File: src/hw/rtl/tsp_pkg.sv
// Shared types and constants for the tone sequence player.
`default_nettype none

package tsp_pkg;

	localparam int unsigned TableDepthDef = 16;

	localparam int unsigned SlotW  = 4;
	localparam int unsigned FreqW  = 16;
	localparam int unsigned DurW   = 16;
	localparam int unsigned IdxW   = 5;
	localparam int unsigned StateW = 2;

	localparam logic [StateW-1:0] ST_IDLE = 2'd0;
	localparam logic [StateW-1:0] ST_PLAY = 2'd1;
	localparam logic [StateW-1:0] ST_STOP = 2'd2;

	localparam logic OP_TICK  = 1'b0;
	localparam logic OP_WRITE = 1'b1;

	typedef struct packed {
		logic [FreqW-1:0] freq;
		logic [DurW-1:0]  dur;
	} tsp_note_t;

	typedef struct packed {
		logic             en;
		logic [SlotW-1:0] slot;
		tsp_note_t        note;
	} tsp_wr_t;

endpackage

`default_nettype wire

File: src/hw/rtl/tsp_note_mem.sv
// Note table memory with a registered read and write-to-read forwarding.
`default_nettype none

module tsp_note_mem import tsp_pkg::*; #(
	parameter int unsigned TABLE_DEPTH = TableDepthDef
) (
	input  wire logic             clk,
	input  wire logic             arst_n,
	input  wire tsp_wr_t          wr,
	input  wire logic [IdxW-1:0]  rd_idx,
	output      tsp_note_t        note
);

	localparam int unsigned AW = (TABLE_DEPTH > 1) ? $clog2(TABLE_DEPTH) : 1;

	tsp_note_t mem [TABLE_DEPTH];

	logic [AW+IdxW-1:0]  rd_wide;
	logic [AW+SlotW-1:0] wr_wide;
	logic [AW-1:0]       rd_addr;
	logic [AW-1:0]       wr_addr;
	logic                rd_ok;
	logic                wr_ok;
	logic                fwd;

	tsp_note_t rd_data_s1;
	tsp_note_t fwd_data_s1;
	logic      fwd_s1;
	logic      rd_ok_s1;

	assign rd_wide = (AW + IdxW)'(rd_idx);
	assign wr_wide = (AW + SlotW)'(wr.slot);
	assign rd_ok   = 32'(rd_idx) < TABLE_DEPTH;
	assign wr_ok   = wr.en && (32'(wr.slot) < TABLE_DEPTH);
	assign rd_addr = rd_ok ? rd_wide[AW-1:0] : '0;
	assign wr_addr = wr_wide[AW-1:0];
	// A write in the same cycle as the read of that entry returns the new data.
	assign fwd     = wr_ok && rd_ok && (wr_addr == rd_addr);

	always_ff @(posedge clk) begin
		if (wr_ok) begin
			mem[wr_addr] <= wr.note;
		end
		rd_data_s1  <= mem[rd_addr];
		fwd_data_s1 <= wr.note;
	end

	always_ff @(posedge clk or negedge arst_n) begin
		if (!arst_n) begin
			fwd_s1   <= 1'b0;
			rd_ok_s1 <= 1'b0;
		end else begin
			fwd_s1   <= fwd;
			rd_ok_s1 <= rd_ok;
		end
	end

	always_comb begin
		if (!rd_ok_s1) begin
			note = '0;
		end else if (fwd_s1) begin
			note = fwd_data_s1;
		end else begin
			note = rd_data_s1;
		end
	end

endmodule

`default_nettype wire

File: src/hw/rtl/tsp_player.sv
// Player state machine: note index, tick counter and per-item result.
`default_nettype none

module tsp_player import tsp_pkg::*; (
	input  wire logic              clk,
	input  wire logic              arst_n,
	input  wire logic              accept,
	input  wire logic              op,
	input  wire logic [IdxW-1:0]   seq_len,
	input  wire logic              loop_mode,
	input  wire tsp_note_t         note,
	output      logic [IdxW-1:0]   rd_idx,
	output      logic              res_update,
	output      logic [FreqW-1:0]  res_freq,
	output      logic [StateW-1:0] res_state
);

	logic [StateW-1:0] state_q;
	logic [IdxW-1:0]   note_index_q;
	logic [DurW-1:0]   tick_count_q;

	logic [StateW-1:0] state_d;
	logic [IdxW-1:0]   index_d;
	logic [DurW-1:0]   tick_d;
	logic [DurW-1:0]   tick_inc;
	logic [IdxW-1:0]   index_adv;

	assign tick_inc  = tick_count_q + 1'b1;
	assign index_adv = (tick_inc >= note.dur) ? note_index_q + 1'b1 : note_index_q;

	always_comb begin
		state_d    = state_q;
		index_d    = note_index_q;
		tick_d     = tick_count_q;
		res_update = 1'b0;
		res_freq   = '0;
		if (op == OP_TICK) begin
			unique case (state_q)
				ST_IDLE: begin
					index_d = '0;
					tick_d  = '0;
					state_d = ST_PLAY;
				end
				ST_PLAY: begin
					res_update = 1'b1;
					res_freq   = note.freq;
					index_d    = index_adv;
					tick_d     = (tick_inc >= note.dur) ? '0 : tick_inc;
					if (index_adv >= seq_len) begin
						state_d = (loop_mode || index_adv != seq_len) ? ST_IDLE : ST_STOP;
					end
				end
				default: begin
					res_update = 1'b1;
					if (note_index_q != seq_len) begin
						state_d = ST_IDLE;
					end
				end
			endcase
		end
	end

	assign res_state = state_d;
	// The table is always read at the index the next item will see.
	assign rd_idx    = accept ? index_d : note_index_q;

	always_ff @(posedge clk or negedge arst_n) begin
		if (!arst_n) begin
			state_q      <= ST_IDLE;
			note_index_q <= '0;
			tick_count_q <= '0;
		end else if (accept) begin
			state_q      <= state_d;
			note_index_q <= index_d;
			tick_count_q <= tick_d;
		end
	end

endmodule

`default_nettype wire

File: src/hw/rtl/tone_sequence_player.sv
// Tone sequence player: one tick or one note write per cycle while the input is not stalled.
// A result is presented in the cycle after its item's transfer.
// Throughput: one item per cycle when not stalled; the note table read for the next item is issued as an item is taken.
// The input stalls only while a presented result is itself stalled.
// Reset puts the player in idle at note 0; the note table is not cleared.
`default_nettype none

module tone_sequence_player import tsp_pkg::*; #(
	parameter int unsigned TABLE_DEPTH = TableDepthDef
) (
	input  wire logic              clk,
	input  wire logic              arst_n,
	input  wire logic              in_valid,
	output      logic              in_stall,
	input  wire logic              op,
	input  wire logic [SlotW-1:0]  entry_slot,
	input  wire logic [FreqW-1:0]  entry_freq,
	input  wire logic [DurW-1:0]   entry_duration,
	input  wire logic [IdxW-1:0]   seq_len,
	input  wire logic              loop_mode,
	output      logic              out_valid,
	input  wire logic              out_stall,
	output      logic              freq_update,
	output      logic [FreqW-1:0]  tone_freq,
	output      logic [StateW-1:0] player_state
);

	logic              in_fire;
	tsp_wr_t           wr;
	tsp_note_t         note;
	logic [IdxW-1:0]   rd_idx;
	logic              res_update;
	logic [FreqW-1:0]  res_freq;
	logic [StateW-1:0] res_state;

	logic              out_valid_q;
	logic              freq_update_q;
	logic [FreqW-1:0]  tone_freq_q;
	logic [StateW-1:0] player_state_q;

	assign in_stall = out_valid_q && out_stall;
	assign in_fire  = in_valid && !in_stall;

	assign wr.en        = in_fire && (op == OP_WRITE);
	assign wr.slot      = entry_slot;
	assign wr.note.freq = entry_freq;
	assign wr.note.dur  = entry_duration;

	tsp_note_mem #(
		.TABLE_DEPTH(TABLE_DEPTH)
	) u_mem (
		.clk    (clk),
		.arst_n (arst_n),
		.wr     (wr),
		.rd_idx (rd_idx),
		.note   (note)
	);

	tsp_player u_player (
		.clk        (clk),
		.arst_n     (arst_n),
		.accept     (in_fire),
		.op         (op),
		.seq_len    (seq_len),
		.loop_mode  (loop_mode),
		.note       (note),
		.rd_idx     (rd_idx),
		.res_update (res_update),
		.res_freq   (res_freq),
		.res_state  (res_state)
	);

	always_ff @(posedge clk or negedge arst_n) begin
		if (!arst_n) begin
			out_valid_q <= 1'b0;
		end else if (in_fire) begin
			out_valid_q <= 1'b1;
		end else if (!out_stall) begin
			out_valid_q <= 1'b0;
		end
	end

	always_ff @(posedge clk) begin
		if (in_fire) begin
			freq_update_q  <= res_update;
			tone_freq_q    <= res_freq;
			player_state_q <= res_state;
		end
	end

	assign out_valid    = out_valid_q;
	assign freq_update  = freq_update_q;
	assign tone_freq    = tone_freq_q;
	assign player_state = player_state_q;

	a_fire_gives_result: assert property (@(posedge clk) disable iff (!arst_n)
		in_fire |=> out_valid)
		else $error("accepted item produced no result");

	a_silent_without_update: assert property (@(posedge clk) disable iff (!arst_n)
		out_valid |-> (freq_update || tone_freq == '0))
		else $error("frequency driven without update");

	a_write_keeps_state: assert property (@(posedge clk) disable iff (!arst_n)
		(in_fire && op == OP_WRITE) |-> res_state == u_player.state_q)
		else $error("table write changed the player state");

	a_stall_only_when_full: assert property (@(posedge clk) disable iff (!arst_n)
		in_stall |-> out_valid && $past(in_fire || out_valid))
		else $error("input stalled with no pending result");

endmodule

`default_nettype wire
File: config.mk
export PLATFORM = sky130hd
export DESIGN_NAME = tone_sequence_player
export DESIGN_NICKNAME = d
export VERILOG_FILES = /design/src/hw/rtl/tsp_pkg.sv /design/src/hw/rtl/tsp_note_mem.sv /design/src/hw/rtl/tsp_player.sv /design/src/hw/rtl/tone_sequence_player.sv
export SDC_FILE = /design/constraint.sdc
export NUM_CORES = 1
export LEC_CHECK = 0
export BUFFER_PORTS_ARGS = -buffer_cell sky130_fd_sc_hd__clkbuf_2
export CAP_MARGIN = 5
export CORE_UTILIZATION = 31
export DETAILED_ROUTE_END_ITERATION = 16
export GPL_TIMING_DRIVEN = 0
export HOLD_SLACK_MARGIN = 0.03
export PLACE_DENSITY = 0.46
export SLEW_MARGIN = 40
export SYNTH_ARGS = -nofsm -noshare
export SYNTH_HDL_FRONTEND = slang
export SYNTH_HIERARCHICAL = 1
export SYNTH_SLANG_ARGS = --single-unit
File: constraint.sdc
create_clock -name clk -period 7.3 [get_ports clk]
set_input_delay 0.365 -clock clk [delete_from_list [all_inputs] [get_ports clk]]
set_output_delay 0.365 -clock clk [all_outputs]
set_load 0.03 [all_outputs]
==> flow_summary.json, run 1 <==
{
  "fmax_ghz": 0.178,
  "design.die.area_um2": 83600,
  "ant_nets": 0,
  "power.total_mw": 7.65,
  "hold_path_class": "in -> reg",
  "total_leakage_power_nw": 9.96,
  "portBuffers": 65,
  "yosysTopAreaCell": "edfxtp_1",
  "setup.worst_path.start_class": "flip-flop",
  "worst_pin_slew_ns": 0.844,
  "drt_iter0_drc": 1130,
  "core_area_um2": 81100,
  "power.switching_mw": 1.61,
  "post_synth_instance_area_um2": 25600,
  "synth_top_area_share_pct": 62.4,
  "route.met3.wl_mm": 4.20,
  "timing.critical_path.mode_cell": "a21oi_1",
  "synth_ff_type": "edfxtp_1",
  "grt_max_degree": 27,
  "r2r_slack_ns": 1.70,
  "final.setup_skew_ns": 0.0252,
  "wl_per_cell_um": 24.4,
  "grt_pass1_wl_mm": 103,
  "synth.ff_latch_count": 621,
  "synth_edf_count": 531,
  "gp_congestion": 0.763,
  "grt-ovfl-total": 0,
  "synth_area_leaders": "edfxtp_1 (62%), mux2i_1 (7.5%), dfxtp_1 (5.0%)",
  "synth_cells": 1628,
  "area_growth_pct": 19.6,
  "crit_chain": "clkbuf_1 > buf_2 > mux2i_1 > nor2b_1 > inv_1 > ha_1 > a211o_1 > a31oi_2 > o221ai_2 > a21oi_4 > buf_6 > a21oi_1 > o22ai_1 > buf_2 > buf_4 > clkbuf_1 > a21oi_1 > o221ai_1 > a21oi_1",
  "start_util_pct": 31.5,
  "cts_tree": "built",
  "cp-end-kind": "flip-flop",
  "h-tree-depth": 3,
  "grt_antenna_before_repair": 5,
  "maxCapViolations": 0,
  "rsz0062_at_grt": "false",
  "crit_slowest_cell": "mux2i_1",
  "cts.sinks": 621,
  "syn_avg_cell_area_um2": 15.7,
  "chipHeight_um": 289,
  "sw_frac_of_total_pct": 21.0,
  "final-setup-viol-count": 0,
  "dp_hpwl_mm": 49.2,
  "synth_cell_types": 68,
  "grt_use_total_pct": 17.3,
  "cpPeakStageDelay_ns": 0.60,
  "drc": 0,
  "period_share_pct": 76.8,
  "cts_made_buffers": 71,
  "clockBufferDepth": 3,
  "ys_warn_count": 6,
  "routed_via_density": 5.04,
  "slew_headroom_pct": 43.7,
  "routed-wl-met2_mm": 33.0,
  "tns_ns": 0,
  "worst_ep_arrival_time_ns": 6.08,
  "ir_drop_v": 0.000146,
  "internal-power_mw": 6.04,
  "clk_latency_ns": 0.61,
  "chipWidth_um": 289,
  "top_layer": "met5",
  "io_pins": 68,
  "path_class": "reg -> reg",
  "synth.most_common_cell": "edfxtp_1",
  "async_flop_share_pct": 4.19,
  "status": "finished, final reports clean",
  "num_antenna_cells": 0,
  "first_global_vias": 14834,
  "fin_ws_ns": 1.70,
  "fin_nets": 1903,
  "cts-root-buf": "clkbuf_16",
  "finalHoldViolCount": 0,
  "syn_nets": 1698,
  "p_per_area_nw_per_um2": 250,
  "comb_power_share_pct": 3.0,
  "via_count": 14878,
  "drive_gt1_share_pct": 21.1,
  "slew_violations": 0,
  "seqPwrFrac_pct": 51.3,
  "synth_common_cells": "edfxtp_1 (531), mux2i_1 (191), nand2b_1 (102)",
  "pwr-share-clk_pct": 45.8,
  "wl_met1_mm": 32.6,
  "cp_max_fo": 10,
  "path_clk_slew_ns": 0.06,
  "firstDrtPassIters": 5,
  "routed_wl_mm": 71.9,
  "place_ws_ns": 1.75,
  "fin_crit_ns": 5.60,
  "cts_resized": 0,
  "row_count": 104,
  "required_ns": 7.77,
  "yosysSeqAreaShare_pct": 69.9
}
[flip-flops by register name (all words and copies together), names as in the netlist]
name and flops:
u_mem/mem 512, u_player/tick_count_q 16, u_player/state_q 2, u_mem/fwd_s1 1
u_mem/fwd_data_s1 32, u_player/note_index_q 5, freq_update 1, player_state 2
tone_freq 16, out_valid 1, u_mem/rd_data_s1 32, u_mem/rd_ok_s1 1
[worst max-delay path: cells and delay by family (launching register included)]
kind                     cells  cell delay (ns)
buffers and inverters        7             2.15
AO/OA/AOI/OAI                9             2.02
multiplexers                 1             0.60
flip-flops                   1             0.32
adder cells (fa/ha/maj)      1             0.25
AND/OR/NAND/NOR              1             0.11
[per-layer routing]
metal / global-route usage [%] / up-vias
met5: 0 / -
met4: 5.53 / 8
met3: 3.43 / 113
met2: 27.1 / 408
met1: 24.0 / 7547
li1: - / 6802
[final cells by class]
type / instances / area [um2]
fillers: 7606 / 50500
multi-input cells: 872 / 7090
clock buffers: 93 / 1960
repair buffers: 132 / 1270
inverters: 28 / 105
clock inverters: 37 / 328
well taps: 1060 / 1330
plain buffers: 107 / 599
flip-flops and latches: 621 / 17900
[power by group through the flow]
stage	sequential, mW	clock [mW]	combinational (mW)
final	3.92	3.50	0.226
after global routing	3.92	3.73	0.254
after CTS	3.92	3.60	0.232
after detailed placement	4.00	0	0.230
after global placement	4.00	0	0.208
after floorplan	4.01	0	0.0961
[worst paths after layout]
check,startpoint,to,cells past startpoint
max,u_mem/fwd_s1,u_mem/rd_data_s1[30],19
min,entry_freq[6],u_mem/fwd_data_s1[22],1
max reg2reg,u_mem/fwd_s1,u_mem/rd_data_s1[30],19
min reg2reg,u_player/tick_count_q[14],u_player/tick_count_q[14],1
max in group asynchronous,arst_n,u_player/state_q[1],2
min in group asynchronous,arst_n,u_player/tick_count_q[2],2
[placed cells by master, fill, tap and decap left out, types with 15 or more instances in the layout]
cell type / Yosys / routed
edfxtp_1: 531 / 531
mux2i_1: 191 / 191
nand2b_1: 102 / 102
o221ai_1: 95 / 95
clkbuf_16: 0 / 73
a21oi_1: 72 / 72
clkbuf_2: 0 / 65
dfxtp_1: 64 / 64
buf_2: 40 / 52
clkbuf_1: 37 / 50
nor2_1: 58 / 45
nor2b_1: 36 / 36
o22ai_1: 35 / 35
buf_4: 15 / 33
o22a_1: 32 / 32
a211oi_2: 30 / 30
o22ai_2: 29 / 29
inv_1: 27 / 27
dfrtp_1: 26 / 26
ha_1: 23 / 23
buf_16: 0 / 17
and2_1: 18 / 17
buf_6: 12 / 15
nand2_1: 15 / 15
xor2_1: 15 / 15
a31oi_1: 15 / 15
buf_8: 0 / 15
[cell families after synthesis]
kind of cell	synth area share [%]
flops	69.9
compound gates	11.0
fa+ha+maj	1.13
simple gates	6.57
buf+inv	2.75
xor+xnor	0.950
mux	7.66
[repair_timing]
item	4_1_cts	5_1_grt
hold endpoints to repair	27	0
setup buffers	0	0
hold buffers	3	0
[metrics by stage]
step           hold slack, ns  cell area (um2)  instances  utilization (%)
3_3_place_gp            0.477            27200       2753             33.6
2_1_floorplan          0.0694            25600       1628                -
5_1_grt                0.0781            30600       2950             37.7
4_1_cts                0.0491            30500       2948             37.7
3_5_place_dp            0.490            28200       2815             34.8
6_report               0.0751            30600       2950             37.7
No activity file was read; power rests on OpenSTA's default activity.
==> run 2, diff against run 1 <==
--- a/config.mk
+++ b/config.mk
@@ -5,13 +5,14 @@
 export SDC_FILE = /design/constraint.sdc
 export NUM_CORES = 1
 export LEC_CHECK = 0
+export ABC_AREA = 1
 export BUFFER_PORTS_ARGS = -buffer_cell sky130_fd_sc_hd__clkbuf_2
 export CAP_MARGIN = 5
 export CORE_UTILIZATION = 31
 export DETAILED_ROUTE_END_ITERATION = 16
 export GPL_TIMING_DRIVEN = 0
 export HOLD_SLACK_MARGIN = 0.03
-export PLACE_DENSITY = 0.46
+export PLACE_DENSITY = 0.48
 export SLEW_MARGIN = 40
 export SYNTH_ARGS = -nofsm -noshare
 export SYNTH_HDL_FRONTEND = slang
==> constraint.sdc (replaced) <==
create_clock -name clk -period 4.8 [get_ports clk]
set_input_delay 0.24 -clock clk [delete_from_list [all_inputs] [get_ports clk]]
set_output_delay 0.24 -clock clk [all_outputs]
set_load 0.03 [all_outputs]
==> run 2 against run 1 <==
Cell count rose by 40%. Wire length increased by 9.3%. First-iteration DRC count up 37%. Setup slack worse by 1.5 ns. Non-clock buffer count up 19. Critical path type unchanged. Sequential power grew 52%. Total power up 55%. Clock skew is 0.012 ns lower. Via count grew 25%. Clock power is 59% higher.
==> flow_summary.json, run 2 <==
{
  "status": "finished, final reports clean",
  "synth_top_area_share_pct": 59.2,
  "firstDrtPassIters": 7,
  "crit_chain": "clkinvlp_4 > clkbuf_4 > nor2_1 > nor2_1 > inv_1 > ha_1 > a21oi_1 > o21ai_1 > nor2_4 > nand2_4 > nand2_1 > nand3_1 > nand2_1 > inv_2 > nand2_1 > clkbuf_1 > nand3_1 > nand2_1",
  "clk_latency_ns": 0.62,
  "power.switching_mw": 2.45,
  "cts_made_buffers": 70,
  "min-delay-start": "entry_duration[13]",
  "routed_via_density": 4.51,
  "grt_use_total_pct": 17.9,
  "final_cell_mix": "nand2_1 (606), edfxtp_1 (531), inv_1 (460)",
  "cp-end-kind": "flip-flop",
  "seqPwrFrac_pct": 50.2,
  "design.die.area_um2": 88100,
  "first_global_vias": 18193,
  "r2r_start": "u_mem/fwd_s1",
  "slew_headroom_pct": 45.4,
  "yosysSeqAreaShare_pct": 66.4,
  "largest_reg_flops": 512,
  "grt_use_met2_pct": 28.9,
  "syn_nets": 2792,
  "async_flop_share_pct": 4.19,
  "timing.critical_path.mode_cell": "nand2_1",
  "ys_warn_count": 6,
  "ant_nets": 0,
  "portBuffers": 67,
  "cts-root-buf": "clkbuf_16",
  "fin_crit_ns": 4.62,
  "required_ns": 5.35,
  "syn_avg_cell_area_um2": 9.90,
  "dp_hpwl_mm": 54.6,
  "wl_per_cell_um": 19.0,
  "final-setup-viol-count": 0,
  "largest_registers": "u_mem/mem x512, u_mem/fwd_data_s1 x32, u_mem/rd_data_s1 x32",
  "synth_cell_types": 32,
  "internal-power_mw": 9.38,
  "crit_buf_inv": 5,
  "synth_common_cells": "nand2_1 (607), edfxtp_1 (531), inv_1 (462)",
  "rsz0062_at_grt": "false",
  "fmax_ghz": 0.216,
  "core_area_um2": 85500,
  "drc": 0,
  "synth.ff_latch_count": 621,
  "final.setup_skew_ns": 0.0131,
  "chipWidth_um": 297,
  "ir_drop_v": 0.000288,
  "r2r_slack_ns": 0.18,
  "grtUsageMet3_pct": 2.88,
  "synth_cells": 2722,
  "chipHeight_um": 297,
  "cts.sinks": 621,
  "tns_ns": 0,
  "final_common_cell": "nand2_1",
  "drt_iter0_drc": 1543,
  "gr-max-usage-layer": "met2",
  "io_pins": 68,
  "place_inst": 3965,
  "grtUsageMet1_pct": 24.6,
  "whs_path_depth": 1,
  "final_cell_count_no_fill": 4128,
  "fin_nets": 2997,
  "regMostFlops": "u_mem/mem",
  "post_synth_instance_area_um2": 26900,
  "cts_tree": "built",
  "crit_slowest_cell": "clkbuf_1",
  "finalHoldViolCount": 0,
  "routed_wl_mm": 78.5,
  "r2r-end": "u_mem/rd_data_s1[16]",
  "total_leakage_power_nw": 13.6,
  "num_antenna_cells": 0,
  "sw_frac_of_total_pct": 20.7,
  "pwr-share-clk_pct": 47.0,
  "period_share_pct": 96.3,
  "via_count": 18628,
  "grt_pass1_wl_mm": 117,
  "path_clk_slew_ns": 0.06,
  "hold_path_class": "in -> reg",
  "h-tree-depth": 3,
  "start_util_pct": 31.5,
  "worst_pin_slew_ns": 0.817,
  "crit_family": "simple AND/OR/NAND/NOR gates",
  "grt_antenna_before_repair": 0,
  "worst_ep_arrival_time_ns": 5.17,
  "yosysTopAreaCell": "edfxtp_1",
  "synth_edf_count": 531,
  "cp_max_fo": 10,
  "gp_congestion": 0.824,
  "synth_area_leaders": "edfxtp_1 (59%), nand2_1 (8.5%), nand3_1 (7.5%)",
  "p_per_area_nw_per_um2": 368,
  "maxCapViolations": 0,
  "grt-ovfl-total": 0,
  "synth.most_common_cell": "nand2_1",
  "setup.worst_path.start_class": "flip-flop",
  "drive_gt1_share_pct": 12.1,
  "path_class": "reg -> reg",
  "row_count": 107,
  "clockBufferDepth": 3,
  "holdPathEnd": "u_mem/fwd_data_s1[13]",
  "cpPeakStageDelay_ns": 0.63,
  "synth_ff_type": "edfxtp_1",
  "worstRegToRegCells": 18,
  "comb_power_share_pct": 2.8,
  "slew_violations": 0,
  "grt_max_degree": 27,
  "area_growth_pct": 19.4
}
-- run 2: cell types whose count changed after synthesis, moves of 33 or more --
cell,before,now
a21oi_1,72,11
inv_1,27,462
mux2i_1,191,0
nand2_1,15,607
nand2b_1,102,0
nand3_1,13,405
nor2_1,58,372
nor2b_1,36,0
o21ai_0,3,39
o221ai_1,95,0
o22ai_1,35,2
-- run 2: area by class of cell --
| cell class | instances | area [um2] |
|---|---|---|
| fill | 8369 | 53400 |
| sequential | 621 | 17900 |
| multi-input combinational | 1507 | 6780 |
| clock buffer | 102 | 2060 |
| inverter | 469 | 1760 |
| tap | 1144 | 1430 |
| timing repair buffer | 133 | 1240 |
| buffer | 125 | 659 |
| clock inverter | 27 | 338 |
-- run 2: cell families after synthesis --
family	share of synthesized area (%)
and+or+nand+nor	22.1
adders and majority gates	1.07
buffers and inverters	8.92
DFF	66.4
xor gates and xnor gates	0.585
AOI/OAI and AO/OA	0.994
-- run 2: how the worst max path moves through the flow --
stage                              from                   end  slack (ns)  cells past startpoint
2_1_floorplan  u_player/tick_count_q[0]       player_state[0]        1.50                     24
3_3_place_gp               u_mem/fwd_s1  u_mem/rd_data_s1[15]       -0.86                     19
3_5_place_dp               u_mem/fwd_s1  u_mem/rd_data_s1[15]       -0.63                     18
4_1_cts                    u_mem/fwd_s1  u_mem/rd_data_s1[31]        0.05                     20
5_1_grt                    u_mem/fwd_s1  u_mem/rd_data_s1[18]        0.03                     20
6_report                   u_mem/fwd_s1  u_mem/rd_data_s1[16]        0.18                     18
-- run 2: power by group through the flow --
stage	combinational, mW	sequential, mW	clock [mW]
global placement	0.289	6.06	0
global route	0.372	5.95	5.87
CTS	0.339	5.95	5.68
floorplan	0.109	6.08	0
detailed placement	0.314	6.06	0
finish	0.332	5.95	5.56
-- run 2: layer usage --
metal | vias to the layer above | part of all wire (%)
met5 | - | 0
met4 | 0 | 2.3
met3 | 113 | 5.3
met2 | 453 | 46
met1 | 8939 | 46
li1 | 9123 | -
-- run 2: what timing repair did --
item,4_1_cts,5_1_grt
endpoints found under the setup margin,33,32
hold endpoints to repair,57,0
hold buffers,33,0
setup buffers,0,1
gates cloned,0,0
resized for setup,17,5
-- run 2: through the flow --
| stage | utilization [%] | cell area [um2] | power [mW] | hold WS (ns) | setup slack [ns] |
|---|---|---|---|---|---|
| after floorplan | - | 26900 | 6.19 | -0.0556 | 1.50 |
| after global placement | 33.5 | 28700 | 6.35 | 0.347 | -0.858 |
| after detailed placement | 34.4 | 29400 | 6.37 | 0.356 | -0.627 |
| after CTS | 37.6 | 32100 | 12.0 | 0.0417 | 0.0539 |
| after global routing | 37.6 | 32200 | 12.2 | 0.0621 | 0.0325 |
| final | 37.6 | 32200 | 11.8 | 0.0331 | 0.175 |
==> run 3, diff against run 2 <==
--- a/config.mk
+++ b/config.mk
@@ -5,7 +5,6 @@
 export SDC_FILE = /design/constraint.sdc
 export NUM_CORES = 1
 export LEC_CHECK = 0
-export ABC_AREA = 1
 export BUFFER_PORTS_ARGS = -buffer_cell sky130_fd_sc_hd__clkbuf_2
 export CAP_MARGIN = 5
 export CORE_UTILIZATION = 31
==> run 3 against run 2 <==
Via count shrank 19%. Critical path depth rose by 1. Total power up 0.78%. Hold slack better by 0.078 ns. Register-to-register slack better by 0.11 ns. Global-route usage fell by 0.66 points. Sequential cell count unchanged. Die area shrank 5.1%. Clock power is essentially flat. Count of clock-buffer cells in the layout down 5. Largest cell class unchanged. Highest routed layer is now met5.
==> flow_summary.json, run 3 (same netlist as run 1, synthesis figures left out) <==
{
  "ant_nets": 0,
  "final_cell_mix": "edfxtp_1 (531), mux2i_1 (189), nand2b_1 (102)",
  "fin_area_um2": 31200,
  "via_count": 15128,
  "routed_via_density": 5.07,
  "first_global_vias": 15374,
  "grt-ovfl-total": 0,
  "cts_made_buffers": 71,
  "final_common_cell": "edfxtp_1",
  "fin_crit_ns": 4.52,
  "largest_registers": "u_mem/mem x512, u_mem/fwd_data_s1 x32, u_mem/rd_data_s1 x32",
  "chipHeight_um": 289,
  "worst_ep_arrival_time_ns": 5.03,
  "period_share_pct": 94.1,
  "regMostFlops": "u_mem/mem",
  "cp_max_fo": 10,
  "clk_latency_ns": 0.63,
  "grt_max_degree": 27,
  "worst_pin_slew_ns": 0.819,
  "firstDrtPassIters": 5,
  "place_area_um2": 28200,
  "grt_pass1_wl_mm": 104,
  "wl_per_cell_um": 24.0,
  "power.total_mw": 11.9,
  "maxCapViolations": 0,
  "fin_ws_ns": 0.283,
  "rsz0062_at_grt": "false",
  "io_pins": 68,
  "ir_drop_v": 0.000220,
  "total_leakage_power_nw": 10.2,
  "drive_gt1_share_pct": 22.6,
  "dp_hpwl_mm": 48.8,
  "gp_congestion": 0.770,
  "p_per_area_nw_per_um2": 382,
  "largest_reg_flops": 512,
  "seqPwrFrac_pct": 50.0,
  "clockBufferDepth": 3,
  "cts-root-buf": "clkbuf_16",
  "final-setup-viol-count": 0,
  "grt_use_total_pct": 17.2,
  "routed_wl_mm": 71.5,
  "hold_path_class": "in -> reg",
  "cts_tree": "built",
  "core_area_um2": 81100,
  "fmax_ghz": 0.221,
  "pwr-share-clk_pct": 46.9,
  "grt_antenna_before_repair": 6,
  "internal-power_mw": 9.46,
  "drc": 0,
  "path_class": "reg -> reg",
  "finalHoldViolCount": 0,
  "chipWidth_um": 289,
  "place_ws_ns": -0.776,
  "row_count": 104,
  "drt_iter0_drc": 975,
  "start_util_pct": 31.5,
  "slew_violations": 0,
  "cp-end-kind": "flip-flop",
  "cts.sinks": 621,
  "area_growth_pct": 22.1,
  "h-tree-depth": 3,
  "power.switching_mw": 2.47,
  "required_ns": 5.31,
  "final_core_util_pct": 38.5,
  "final.setup_skew_ns": 0.0310,
  "nFillCells": 7522,
  "slew_headroom_pct": 45.4,
  "comb_power_share_pct": 3.1,
  "path_clk_slew_ns": 0.06,
  "sw_frac_of_total_pct": 20.7,
  "fin_nets": 1933,
  "status": "finished, final reports clean",
  "design.die.area_um2": 83600,
  "portBuffers": 65,
  "setup.worst_path.start_class": "flip-flop"
}
-- run 3: changes by cell type in the layout (fill, tap and decap cells not counted), moves of 42 or more --
cell | previous run | this run
mux2i_1 | 0 | 189
nand3_1 | 405 | 13
nor2_1 | 354 | 44
inv_1 | 460 | 27
buf_2 | 76 | 34
nand2b_1 | 0 | 102
a21oi_1 | 11 | 71
o221ai_1 | 0 | 90
nand2_1 | 606 | 15
-- run 3: through the flow --
step / std cells / setup TNS [ns] / hold WS [ns]
floorplan: 1628 / 0 / -0.0556
global placement: 2753 / -292.86 / 0.357
detailed placement: 2811 / -20.73 / 0.369
CTS: 2978 / 0 / 0.0813
global route: 2982 / 0 / 0.0970
finish: 2984 / 0 / 0.112
-- run 3: power groups by stage --
stage               Clock (mW)  Sequential, mW  Combinational, mW
floorplan                    0            6.09              0.146
global placement             0            6.08              0.315
detailed placement           0            6.08              0.350
CTS                       5.73            5.96              0.377
global route              5.92            5.97              0.411
finish                    5.59            5.97              0.370
-- run 3: final cells by class --
type	count	area, um2	share of cell area [%]
inverters	28	105	0.337
multi-input cells	872	7160	23.0
well taps	1060	1330	4.25
diodes	3	7.51	0.0241
flip-flops and latches	621	17900	57.3
plain buffers	106	689	2.21
clock buffers	97	2020	6.47
clock inverters	34	433	1.39
repair buffers	163	1580	5.05
-- run 3: worst paths after layout --
path	startpoint	to	slack, ns	cells past startpoint
hold reg to reg	u_player/tick_count_q[14]	u_player/tick_count_q[14]	0.49	1
setup reg to reg	u_player/tick_count_q[3]	u_mem/rd_data_s1[16]	0.28	19
setup / recovery	u_player/tick_count_q[3]	u_mem/rd_data_s1[16]	0.28	19
max in group asynchronous	arst_n	u_player/tick_count_q[0]	4.08	2
min in group asynchronous	arst_n	u_player/tick_count_q[5]	0.23	2
hold / removal	loop_mode	u_player/state_q[1]	0.11	3
-- run 3: what timing repair did --
action | 4_1_cts | 5_1_grt
endpoints found under the hold margin | 67 | 0
hold buffers | 36 | 0
gates cloned | 0 | 0
setup buffers | 0 | 4
setup endpoints to repair | 33 | 33
resized for setup | 36 | 29
pin swaps | 0 | 3
-- run 3: critical path, stage by stage, from the launching register on --
cell and delay, ns:
dfrtp_1 0.41, and3_4 0.25, nand4_4 0.13, nor2_2 0.20, and3_1 0.23, xor2_1 0.19, ha_1 0.27, a21o_1 0.18
a21oi_1 0.14, o221ai_1 0.18, a21oi_4 0.19, buf_6 0.18, a2bb2oi_1 0.22, o21ai_2 0.14, buf_4 0.21, nand3b_1 0.35
clkbuf_4 0.38, o22ai_2 0.26, nor2_1 0.08, a211oi_2 0.22
-- run 3: routing by layer --
metal  GRT usage, %  wire length [um]
met2           28.1             34100
met5              0                42
met1           22.6             31300
met4           6.08              2070
met3           3.66              3950
